`src/hdl/obr_pkg.sv`:
```
`timescale 1ns / 1ps
// shared types, constants and the pcm lookup table of the resampler
package obr_pkg;

	localparam int unsigned MAX_RECORD_BYTES = 4096;

	localparam logic [15:0] MAX_BITS   = 16'(MAX_RECORD_BYTES * 8);
	localparam logic [18:0] STEP_MIN   = 19'd16384;
	localparam logic [18:0] STEP_MAX   = 19'd262144;
	localparam logic [18:0] STEP_RESET = 19'd98514;
	localparam int unsigned MAX_OUT    = 40;
	localparam int unsigned CNT_W      = $clog2(MAX_OUT + 1);

	// configuration register indexes
	localparam int unsigned CFG_IDX_W = 1;
	localparam int unsigned CFG_DAT_W = 19;
	localparam logic [CFG_IDX_W-1:0] REG_STEP     = 1'd0;
	localparam logic [CFG_IDX_W-1:0] REG_RAW_MODE = 1'd1;

	// 28 + floor(ones*200/n) capped at 228, row is n (n of zero counts as one), column is ones
	localparam logic [7:0] PCM_LUT [0:8][0:8] = '{
		'{8'd28, 8'd228, 8'd228, 8'd228, 8'd228, 8'd228, 8'd228, 8'd228, 8'd228},
		'{8'd28, 8'd228, 8'd228, 8'd228, 8'd228, 8'd228, 8'd228, 8'd228, 8'd228},
		'{8'd28, 8'd128, 8'd228, 8'd228, 8'd228, 8'd228, 8'd228, 8'd228, 8'd228},
		'{8'd28, 8'd94,  8'd161, 8'd228, 8'd228, 8'd228, 8'd228, 8'd228, 8'd228},
		'{8'd28, 8'd78,  8'd128, 8'd178, 8'd228, 8'd228, 8'd228, 8'd228, 8'd228},
		'{8'd28, 8'd68,  8'd108, 8'd148, 8'd188, 8'd228, 8'd228, 8'd228, 8'd228},
		'{8'd28, 8'd61,  8'd94,  8'd128, 8'd161, 8'd194, 8'd228, 8'd228, 8'd228},
		'{8'd28, 8'd56,  8'd85,  8'd113, 8'd142, 8'd170, 8'd199, 8'd228, 8'd228},
		'{8'd28, 8'd53,  8'd78,  8'd103, 8'd128, 8'd153, 8'd178, 8'd203, 8'd228}
	};

	// controller to datapath
	typedef struct packed {
		logic load;       // input item accepted
		logic latch;      // capture window end of the next sample
		logic sum;        // count ones in the window, advance position
		logic look;       // look up pcm value into the pending register
		logic push;       // move pending sample into the output register
		logic push_last;  // pushed sample closes the run of this item
		logic finish;     // item done, clear record state on last byte
	} obr_cmd_t;

	// datapath to controller
	typedef struct packed {
		logic cont;       // another sample is due
		logic pend_v;     // pending sample held
		logic out_free;   // output register can take a sample
	} obr_sts_t;

endpackage

```
`src/hdl/obr_ctrl.sv`:
```
`timescale 1ns / 1ps
// resampler controller: sequences check, sum and lookup for each sample of an item
module obr_ctrl
	import obr_pkg::*;
(
	input  logic     clk,
	input  logic     arst_n,
	input  logic     in_valid,
	output logic     in_ready,
	input  obr_sts_t sts,
	output obr_cmd_t cmd
);

	typedef enum logic [3:0] {
		S_IDLE  = 4'b0001,
		S_CHECK = 4'b0010,
		S_SUM   = 4'b0100,
		S_LOOK  = 4'b1000
	} obr_state_t;

	obr_state_t state_q, state_nx;

	always_ff @(posedge clk or negedge arst_n) begin
		if (!arst_n) state_q <= S_IDLE;
		else state_q <= state_nx;
	end

	assign in_ready = (state_q == S_IDLE);

	always_comb begin
		state_nx = state_q;
		cmd      = '0;
		case (state_q)
			S_IDLE: begin
				if (in_valid) begin
					cmd.load = 1'b1;
					state_nx = S_CHECK;
				end
			end
			S_CHECK: begin
				// a held sample waits for the output register
				if (!sts.pend_v || sts.out_free) begin
					cmd.push      = sts.pend_v;
					cmd.push_last = !sts.cont;
					if (sts.cont) begin
						cmd.latch = 1'b1;
						state_nx  = S_SUM;
					end else begin
						cmd.finish = 1'b1;
						state_nx   = S_IDLE;
					end
				end
			end
			S_SUM: begin
				cmd.sum  = 1'b1;
				state_nx = S_LOOK;
			end
			S_LOOK: begin
				cmd.look = 1'b1;
				state_nx = S_CHECK;
			end
			default: state_nx = S_IDLE;
		endcase
	end

endmodule

```
`config.mk`:
```
export PLATFORM = sky130hd
export DESIGN_NAME = obr_ctrl
export DESIGN_NICKNAME = d
export VERILOG_FILES = /design/src/hdl/obr_pkg.sv /design/src/hdl/obr_ctrl.sv
export SDC_FILE = /design/constraint.sdc
export NUM_CORES = 1
export LEC_CHECK = 0
export ABC_AREA = 0
export BUFFER_PORTS_ARGS = -buffer_cell sky130_fd_sc_hd__buf_4
export CAP_MARGIN = 20
export CORE_AREA = 2 2 39 41
export CTS_BUF_LIST = sky130_fd_sc_hd__clkbuf_16
export DETAILED_ROUTE_END_ITERATION = 10
export DIE_AREA = 0 0 41 43
export PLACE_DENSITY = 0.47
export SLEW_MARGIN = 15
export SYNTH_ARGS = -nofsm -noshare
export SYNTH_HDL_FRONTEND = slang
export SYNTH_SLANG_ARGS = --single-unit
```
`constraint.sdc`:
```
create_clock -name clk -period 1.6 [get_ports clk]
set_input_delay 0.24 -clock clk [delete_from_list [all_inputs] [get_ports clk]]
set_output_delay 0.24 -clock clk [all_outputs]
set_load 0.01 [all_outputs]
```
-- Word-level counts from Yosys, hierarchy flattened
Index checks and enable logic that the tools add are counted.
- register bits: 4
- bits of input ports: 6
- output and inout port bits: 8
- word-level logic and storage cells: 25
- equality and inequality tests: 6
- multiplexer cells: 14
- reductions and logical operators: 4
- operator list (cell ; count):
    one-hot mux 4 bit (4 select lines) ; 1
    2-to-1 mux 3 bit ; 3
    2-to-1 mux 1 bit ; 8
    2-to-1 mux 4 bit ; 2
    equality test 4 x 1 -> 1 bit (second input constant) ; 1
    equality test 4 x 2 -> 1 bit (second input constant) ; 1
    equality test 4 x 3 -> 1 bit (second input constant) ; 1
    equality test 4 bit (second input constant) ; 1
    != test 2 bit (second input constant) ; 2
    logical NOT 1 bit ; 2
    AND reduction 2 bit ; 1
    logical OR 1 bit ; 1

-- Logic depth before layout (Yosys ltp)
Gate-level depths: netlist (run 1).
- word-level depth: 4
- depth in mapped cells: 4
- gate-level depth less buffers: 3

-- Least setup slack after synthesis (run 1)
OpenSTA, ideal clock, no wires.
- path kind: register to output
- start point: register state_q[3]
- end point: output port cmd[1] (netlist bit)
- data arrival time: 1.321 ns
- required time: 1.360 ns
- setup slack: 0.039 ns
- stages on the path, launching flop included: 5
- path buffers: 1
- cell sequence: dfrtp_1 -> nor4b_2 -> nand2_1 -> nor2_1 -> buf_4
- RTL lines (element ; line ; RTL):
    start, declared ; obr_ctrl.sv:21 ; obr_state_t state_q, state_nx;
    start signal, assigned ; obr_ctrl.sv:25 ; else state_q <= state_nx;
    end, declared ; obr_ctrl.sv:11 ; output obr_cmd_t cmd

==> results of run 1 <==
report_power, final:
part           leakage, nW  switching, mW  internal (mW)
clock               0.0423         0.0744          0.323
combinational        0.213          0.228          0.356
sequential          0.0475         0.0227          0.143
what timing repair did:
item,in CTS,in global routing
hold endpoints to repair,4,0
gates resized for setup,11,7
setup buffers,5,3
gates cloned,0,0
hold buffers,1,0
endpoints found under the setup margin,7,7
pin swaps,2,1
cell usage after synthesis (2+ instances only):
cell type	instances
dfrtp_1	3
inv_1	2
inv_2	2
nand2b_1	2
nor2_1	4
nor4b_1	2
worst min-delay path: stages:
cell and delay, ns:
buf_4 0.12, nor2_1 0.09, a31oi_1 0.05
cell families (layout without fill, tap and decap cells):
kind of cell	count (synthesis)	after routing	share of synthesized area
xor gates and xnor gates	1	1	0.0317
AOI/OAI and AO/OA	5	5	0.154
buffers and inverters	5	34	0.0815
DFF	4	4	0.367
and+or+nand+nor	14	14	0.366
cell type report:
cell class,instances,area [um^2]
Inverter,4,15.0
Fill cell,146,753
Multi-Input combinational cell,20,193
Clock buffer,3,75.1
Tap cell,16,20.0
Sequential cell,4,104
Clock inverter,1,3.75
Timing Repair Buffer,26,220
per-layer routing:
| metal | vias to the layer above | track usage | share of wire |
|---|---|---|---|
| met4 | 0 | 0.0600 | 0 |
| met1 | 142 | 0.115 | 0.37 |
| met2 | 11 | 0.184 | 0.57 |
| li1 | 161 | - | - |
| met3 | 0 | 0.0314 | 0.054 |
| met5 | - | 0 | 0 |
worst min-delay path by stage:
stage,to,slack (ns)
floorplan,state_q[1],-0.06
global placement,state_q[3],0.04
detailed placement,state_q[3],0.04
CTS,state_q[1],0.32
global route,state_q[0],0.35
finish,state_q[1],0.32
metrics by stage:
| step | power (mW) | setup slack [ns] | hold slack [ns] | util |
|---|---|---|---|---|
| after detailed placement | 0.567 | 0.0325 | 0.0368 | 0.301 |
| after CTS | 1.09 | -0.140 | 0.323 | 0.417 |
| after global placement | 0.568 | 0.0459 | 0.0365 | 0.301 |
| final | 1.15 | -0.137 | 0.323 | 0.456 |
| after floorplan | 0.392 | 0.0387 | -0.0556 | - |
| after global routing | 1.21 | -0.178 | 0.347 | 0.456 |
==> impl_metrics.py, run 1 <==
metrics = {
    "logic_synthesis": {
        "ys.flop_type": "dfrtp_1",
        "synth.area.top_cells": "dfrtp_1 (27%), dfstp_2 (9.5%), nor4b_1 (6.3%)",
        "ys_seq_elements": 4,
        "avgSynthCellArea_um2": 9.54,
        "yosys_warnings": 0,
        "syn_nets": 35,
        "yosysSeqAreaShare": 0.367,
        "synthCells": 29,
        "synth_top_area_share": 0.271,
        "ys_async_sr_fraction": 1.00,
        "synth_area_um2": 277,
        "synth_cell_types": 20,
        "yosysTopAreaCell": "dfrtp_1",
        "synth_edf_count": 0,
    },
    "detailed_routing": {
        "final_antenna_net_count": 0,
        "routed_wl_um": 754,
        "vias": 314,
        "viasPerCell": 4.24,
        "drt_iter0_markers": 3,
        "drc": 0,
        "first_pass_iters": 2,
        "wl_per_cell_um": 10.2,
    },
    "worst_setup_path": {
        "crit_end": "cmd[6]",
        "cp_top_family": "simple AND/OR/NAND/NOR gates",
        "critical_path_buf_inv_count": 2,
        "worstPathCellList": "or4b_4 > inv_2 > and2_4 > buf_6",
        "r2r_end": "state_q[0]",
        "crit_required_ns": 1.36,
        "reg2reg_slack_ns": 0.13,
        "slowest_delay_ns": 0.51,
        "startpoint": "state_q[0]",
        "critPathKind": "flip-flop to primary output",
        "setup.worst_path.end_class": "primary output",
        "slowest_stage": "dfstp_2",
        "arrival_ns": 1.50,
        "r2r-start": "state_q[0]",
        "worst-path-stages": 4,
        "reg2regPathDepth": 4,
        "worst-path-max-fanout": 2,
        "startpoint_type": "flip-flop",
    },
    "clocking": {
        "cts_tree": "done",
        "worstSkewPairLatency_ns": 0.23,
        "cts_buffer_depth": 2,
        "clock_sinks": 4,
        "h-tree-depth": 1,
        "path_clk_slew_ns": 0.03,
        "cts-root-buf": "clkbuf_16",
        "cts_buffers": 3,
    },
    "run_status": {
        "status": "finished with violations",
        "violations": "negative setup slack",
    },
    "power_and_ir_drop": {
        "power_density_nw_per_um2": 1820,
        "leakagePower_nw": 0.302,
        "peakVddDrop_mv": 0.721,
    },
    "layout": {
        "layout_commonest_cell": "buf_4",
        "layout_common_cells": "buf_4 (19), buf_6 (6), inv_2 (3), clkbuf_16 (3)",
        "largest_registers": "state_q (4)",
        "top_register": "state_q",
        "final_area_um2": 631,
        "fin_cells": 74,
        "antennaDiodeCount": 0,
        "area_growth_pct": 128,
        "largest_reg_flops": 4,
        "drive_above_1_share": 0.759,
        "fin_nets": 65,
    },
    "timing": {
        "relSlewSlack": 0.798,
        "setup_violations": 7,
        "final.setup.worst_slack_ns": -0.137,
        "worst_pin_slew_ns": 0.299,
        "max_freq_ghz": 0.576,
        "finalSetupTns_ns": -0.405,
        "clock_skew_ns": 0.00593,
        "hold_violations": 0,
        "rsz0062_at_grt": "true",
        "post-route-period-util": 1.09,
        "finalCriticalPeriod_ns": 1.74,
        "slew_violations": 0,
    },
    "floorplanning": {
        "core_area_um2": 1380,
        "die_w_um": 41,
        "die_h_um": 43,
        "design.portCount": 14,
        "rows": 14,
        "dieArea_um2": 1760,
        "start_util": 0.200,
    },
    "place": {
        "io_buffers": 13,
        "place_inst": 61,
        "gp_congestion": 0.620,
        "dpl_cell_area_um2": 417,
        "dp_hpwl_um": 496,
    },
    "global_routing": {
        "grt_pass1_wl_mm": 1.27,
        "grt_antenna_before_repair": 0,
        "grtUsageTotal": 0.110,
        "grt_max_degree": 8,
        "grt-ovfl-total": 0,
        "grt_pass1_vias": 328,
    },
    "min_path": {
        "hold_path_class": "primary input to flip-flop",
        "hold_start": "in_valid",
        "whs_path_depth": 3,
    },
    "flow_run": {
        "cap_viol_max_count": 0,
    },
}
Note: power is estimated with default switching activity, not from simulation.
==> run 2: changes to the inputs <==
Settings changed: CELL_PAD_IN_SITES_DETAIL_PLACEMENT set to 1, CELL_PAD_IN_SITES_GLOBAL_PLACEMENT set to 2, CORE_AREA 2 2 39 41 to not set, CORE_MARGIN set to 2, CORE_UTILIZATION set to 20, DIE_AREA 0 0 41 43 to not set, PLACE_DENSITY 0.47 to 0.71.
Clock period 1.6 ns to 1.5 ns, I/O delays scaled along.
==> run 2 against run 1 <==
Net effect: the run still ends with negative setup slack left; register-to-register slack worse by 0.15 ns; combinational power up 6.3%; critical endpoint unchanged; clock power grew 7.1%.
==> impl_metrics.py, run 2 (synthesized netlist as in run 1, its figures left out) <==
metrics = {
    "run_status": {
        "status": "finished with violations",
        "violations": "negative setup slack",
    },
    "clocking": {
        "cts_buffer_depth": 2,
        "clock_sinks": 4,
        "path_clk_slew_ns": 0.03,
        "h-tree-depth": 1,
        "cts_buffers": 3,
        "cts_tree": "done",
        "worstSkewPairLatency_ns": 0.23,
        "cts-root-buf": "clkbuf_16",
    },
    "floorplanning": {
        "start_util": 0.212,
        "rows": 13,
        "die_h_um": 41.2,
        "die_w_um": 41.2,
        "design.portCount": 14,
        "dieArea_um2": 1700,
        "core_area_um2": 1300,
    },
    "layout": {
        "layout_commonest_cell": "buf_4",
        "top_register": "state_q",
        "antennaDiodeCount": 0,
        "area_growth_pct": 123,
        "largest_registers": "state_q (4)",
        "fin_nets": 63,
        "layout_common_cells": "buf_4 (17), buf_6 (6), clkbuf_16 (3)",
        "drive_above_1_share": 0.786,
        "fin_cells": 71,
        "largest_reg_flops": 4,
    },
    "power_and_ir_drop": {
        "peakVddDrop_mv": 0.890,
        "power.total_mw": 1.23,
        "leakagePower_nw": 0.291,
        "p_seq_frac": 0.147,
        "intPower_uw": 863,
        "switching_share": 0.296,
        "pwr-share-clk": 0.347,
        "p_sw_uw": 362,
        "power_density_nw_per_um2": 1990,
        "combPwrFrac": 0.506,
    },
    "worst_setup_path": {
        "reg2reg_slack_ns": -0.02,
        "crit_required_ns": 1.27,
        "startpoint": "state_q[0]",
        "r2r_end": "state_q[0]",
        "worst-path-max-fanout": 2,
        "critPathKind": "flip-flop to primary output",
        "arrival_ns": 1.51,
        "crit_end": "cmd[6]",
        "reg2regPathDepth": 4,
        "startpoint_type": "flip-flop",
        "setup.worst_path.end_class": "primary output",
        "r2r-start": "state_q[0]",
    },
    "detailed_routing": {
        "first_pass_iters": 2,
        "drt_iter0_markers": 3,
        "routed_wl_um": 866,
        "drc": 0,
        "wl_per_cell_um": 12.2,
        "viasPerCell": 4.55,
        "final_antenna_net_count": 0,
        "vias": 323,
    },
    "place": {
        "gp_congestion": 0.677,
        "place_inst": 60,
        "dp_hpwl_um": 584,
        "io_buffers": 13,
    },
    "timing": {
        "clock_skew_ns": 0.00496,
        "worst_pin_slew_ns": 0.333,
        "setup_violations": 8,
        "relSlewSlack": 0.775,
        "rsz0062_at_grt": "true",
        "slew_violations": 0,
        "post-route-period-util": 1.16,
        "final.setup.worst_slack_ns": -0.234,
        "finalCriticalPeriod_ns": 1.73,
        "max_freq_ghz": 0.577,
        "hold_violations": 0,
    },
    "global_routing": {
        "grt_pass1_wl_mm": 1.28,
        "grt_pass1_vias": 313,
        "grtUsageTotal": 0.132,
        "grt-ovfl-total": 0,
        "grt_antenna_before_repair": 0,
        "grt_max_degree": 6,
    },
    "min_path": {
        "hold_path_class": "primary input to flip-flop",
    },
    "flow_run": {
        "cap_viol_max_count": 0,
    },
}
-- run 2: cell count changes in the layout (fill, tap and decap cells not counted) --
| cell | change |
|---|---|
| buf_4 | -2 |
| a31oi_1 | -1 |
| a31oi_2 | +1 |
| inv_2 | -1 |
| inv_4 | +1 |
| nor2_1 | -1 |
| nor2_2 | +1 |
| nor4b_2 | +1 |
| nor4b_4 | -1 |
-- run 2: layout make-up --
| class | instances | area, um^2 |
|---|---|---|
| flip-flops and latches | 4 | 104 |
| clock buffers | 3 | 75.1 |
| multi-input cells | 20 | 193 |
| fillers | 154 | 684 |
| well taps | 15 | 18.8 |
| repair buffers | 24 | 205 |
| clock inverters | 1 | 3.75 |
| inverters | 4 | 17.5 |
-- run 2: per-layer routing --
layer | GRT usage | up-vias | part of all wire
li1 | - | 156 | -
met1 | 0.132 | 152 | 0.36
met2 | 0.211 | 13 | 0.54
met3 | 0.0489 | 2 | 0.065
met4 | 0.121 | 0 | 0.033
met5 | 0 | - | 0
-- run 2: how the worst min path moves through the flow --
stage               startpoint    endpoint  slack (ns)  cells past startpoint
floorplan               arst_n  state_q[1]       -0.07                      0
global placement        arst_n  state_q[3]        0.02                      1
detailed placement      arst_n  state_q[3]        0.02                      1
CTS                     sts[2]  state_q[2]        0.31                      3
global route          in_valid  state_q[1]        0.34                      3
finish                in_valid  state_q[1]        0.32                      3
-- run 2: what timing repair did --
action / CTS / global route
pin swaps: 2 / 2
hold buffers: 1 / 0
setup buffers: 4 / 2
setup endpoints to repair: 8 / 9
gates resized for setup: 13 / 5
hold endpoints to repair: 4 / 0
-- run 2: power groups by stage --
stage	logic (mW)	clock network [mW]	registers, mW
after detailed placement	0.453	0	0.187
after global placement	0.441	0	0.183
final	0.621	0.425	0.180
after global routing	0.670	0.442	0.185
after CTS	0.557	0.435	0.178
after floorplan	0.237	0	0.200
-- run 2: critical path, stage by stage (launching register included) --
cell and delay, ns:
dfstp_2 0.52, or4b_4 0.49, inv_4 0.07, and2_4 0.13, buf_6 0.09
-- run 2: through the flow --
stage               TNS, ns  utilization  setup WS [ns]  hold slack [ns]  instance area [um^2]
CTS                   -1.03        0.450         -0.236            0.314                   586
global route          -1.39        0.474         -0.262            0.342                   617
detailed placement  -0.0729        0.323        -0.0391           0.0209                   420
finish                -1.07        0.474         -0.234            0.320                   617
floorplan           -0.0683            -        -0.0463          -0.0706                   282
global placement    -0.0236        0.323        -0.0191           0.0190                   420
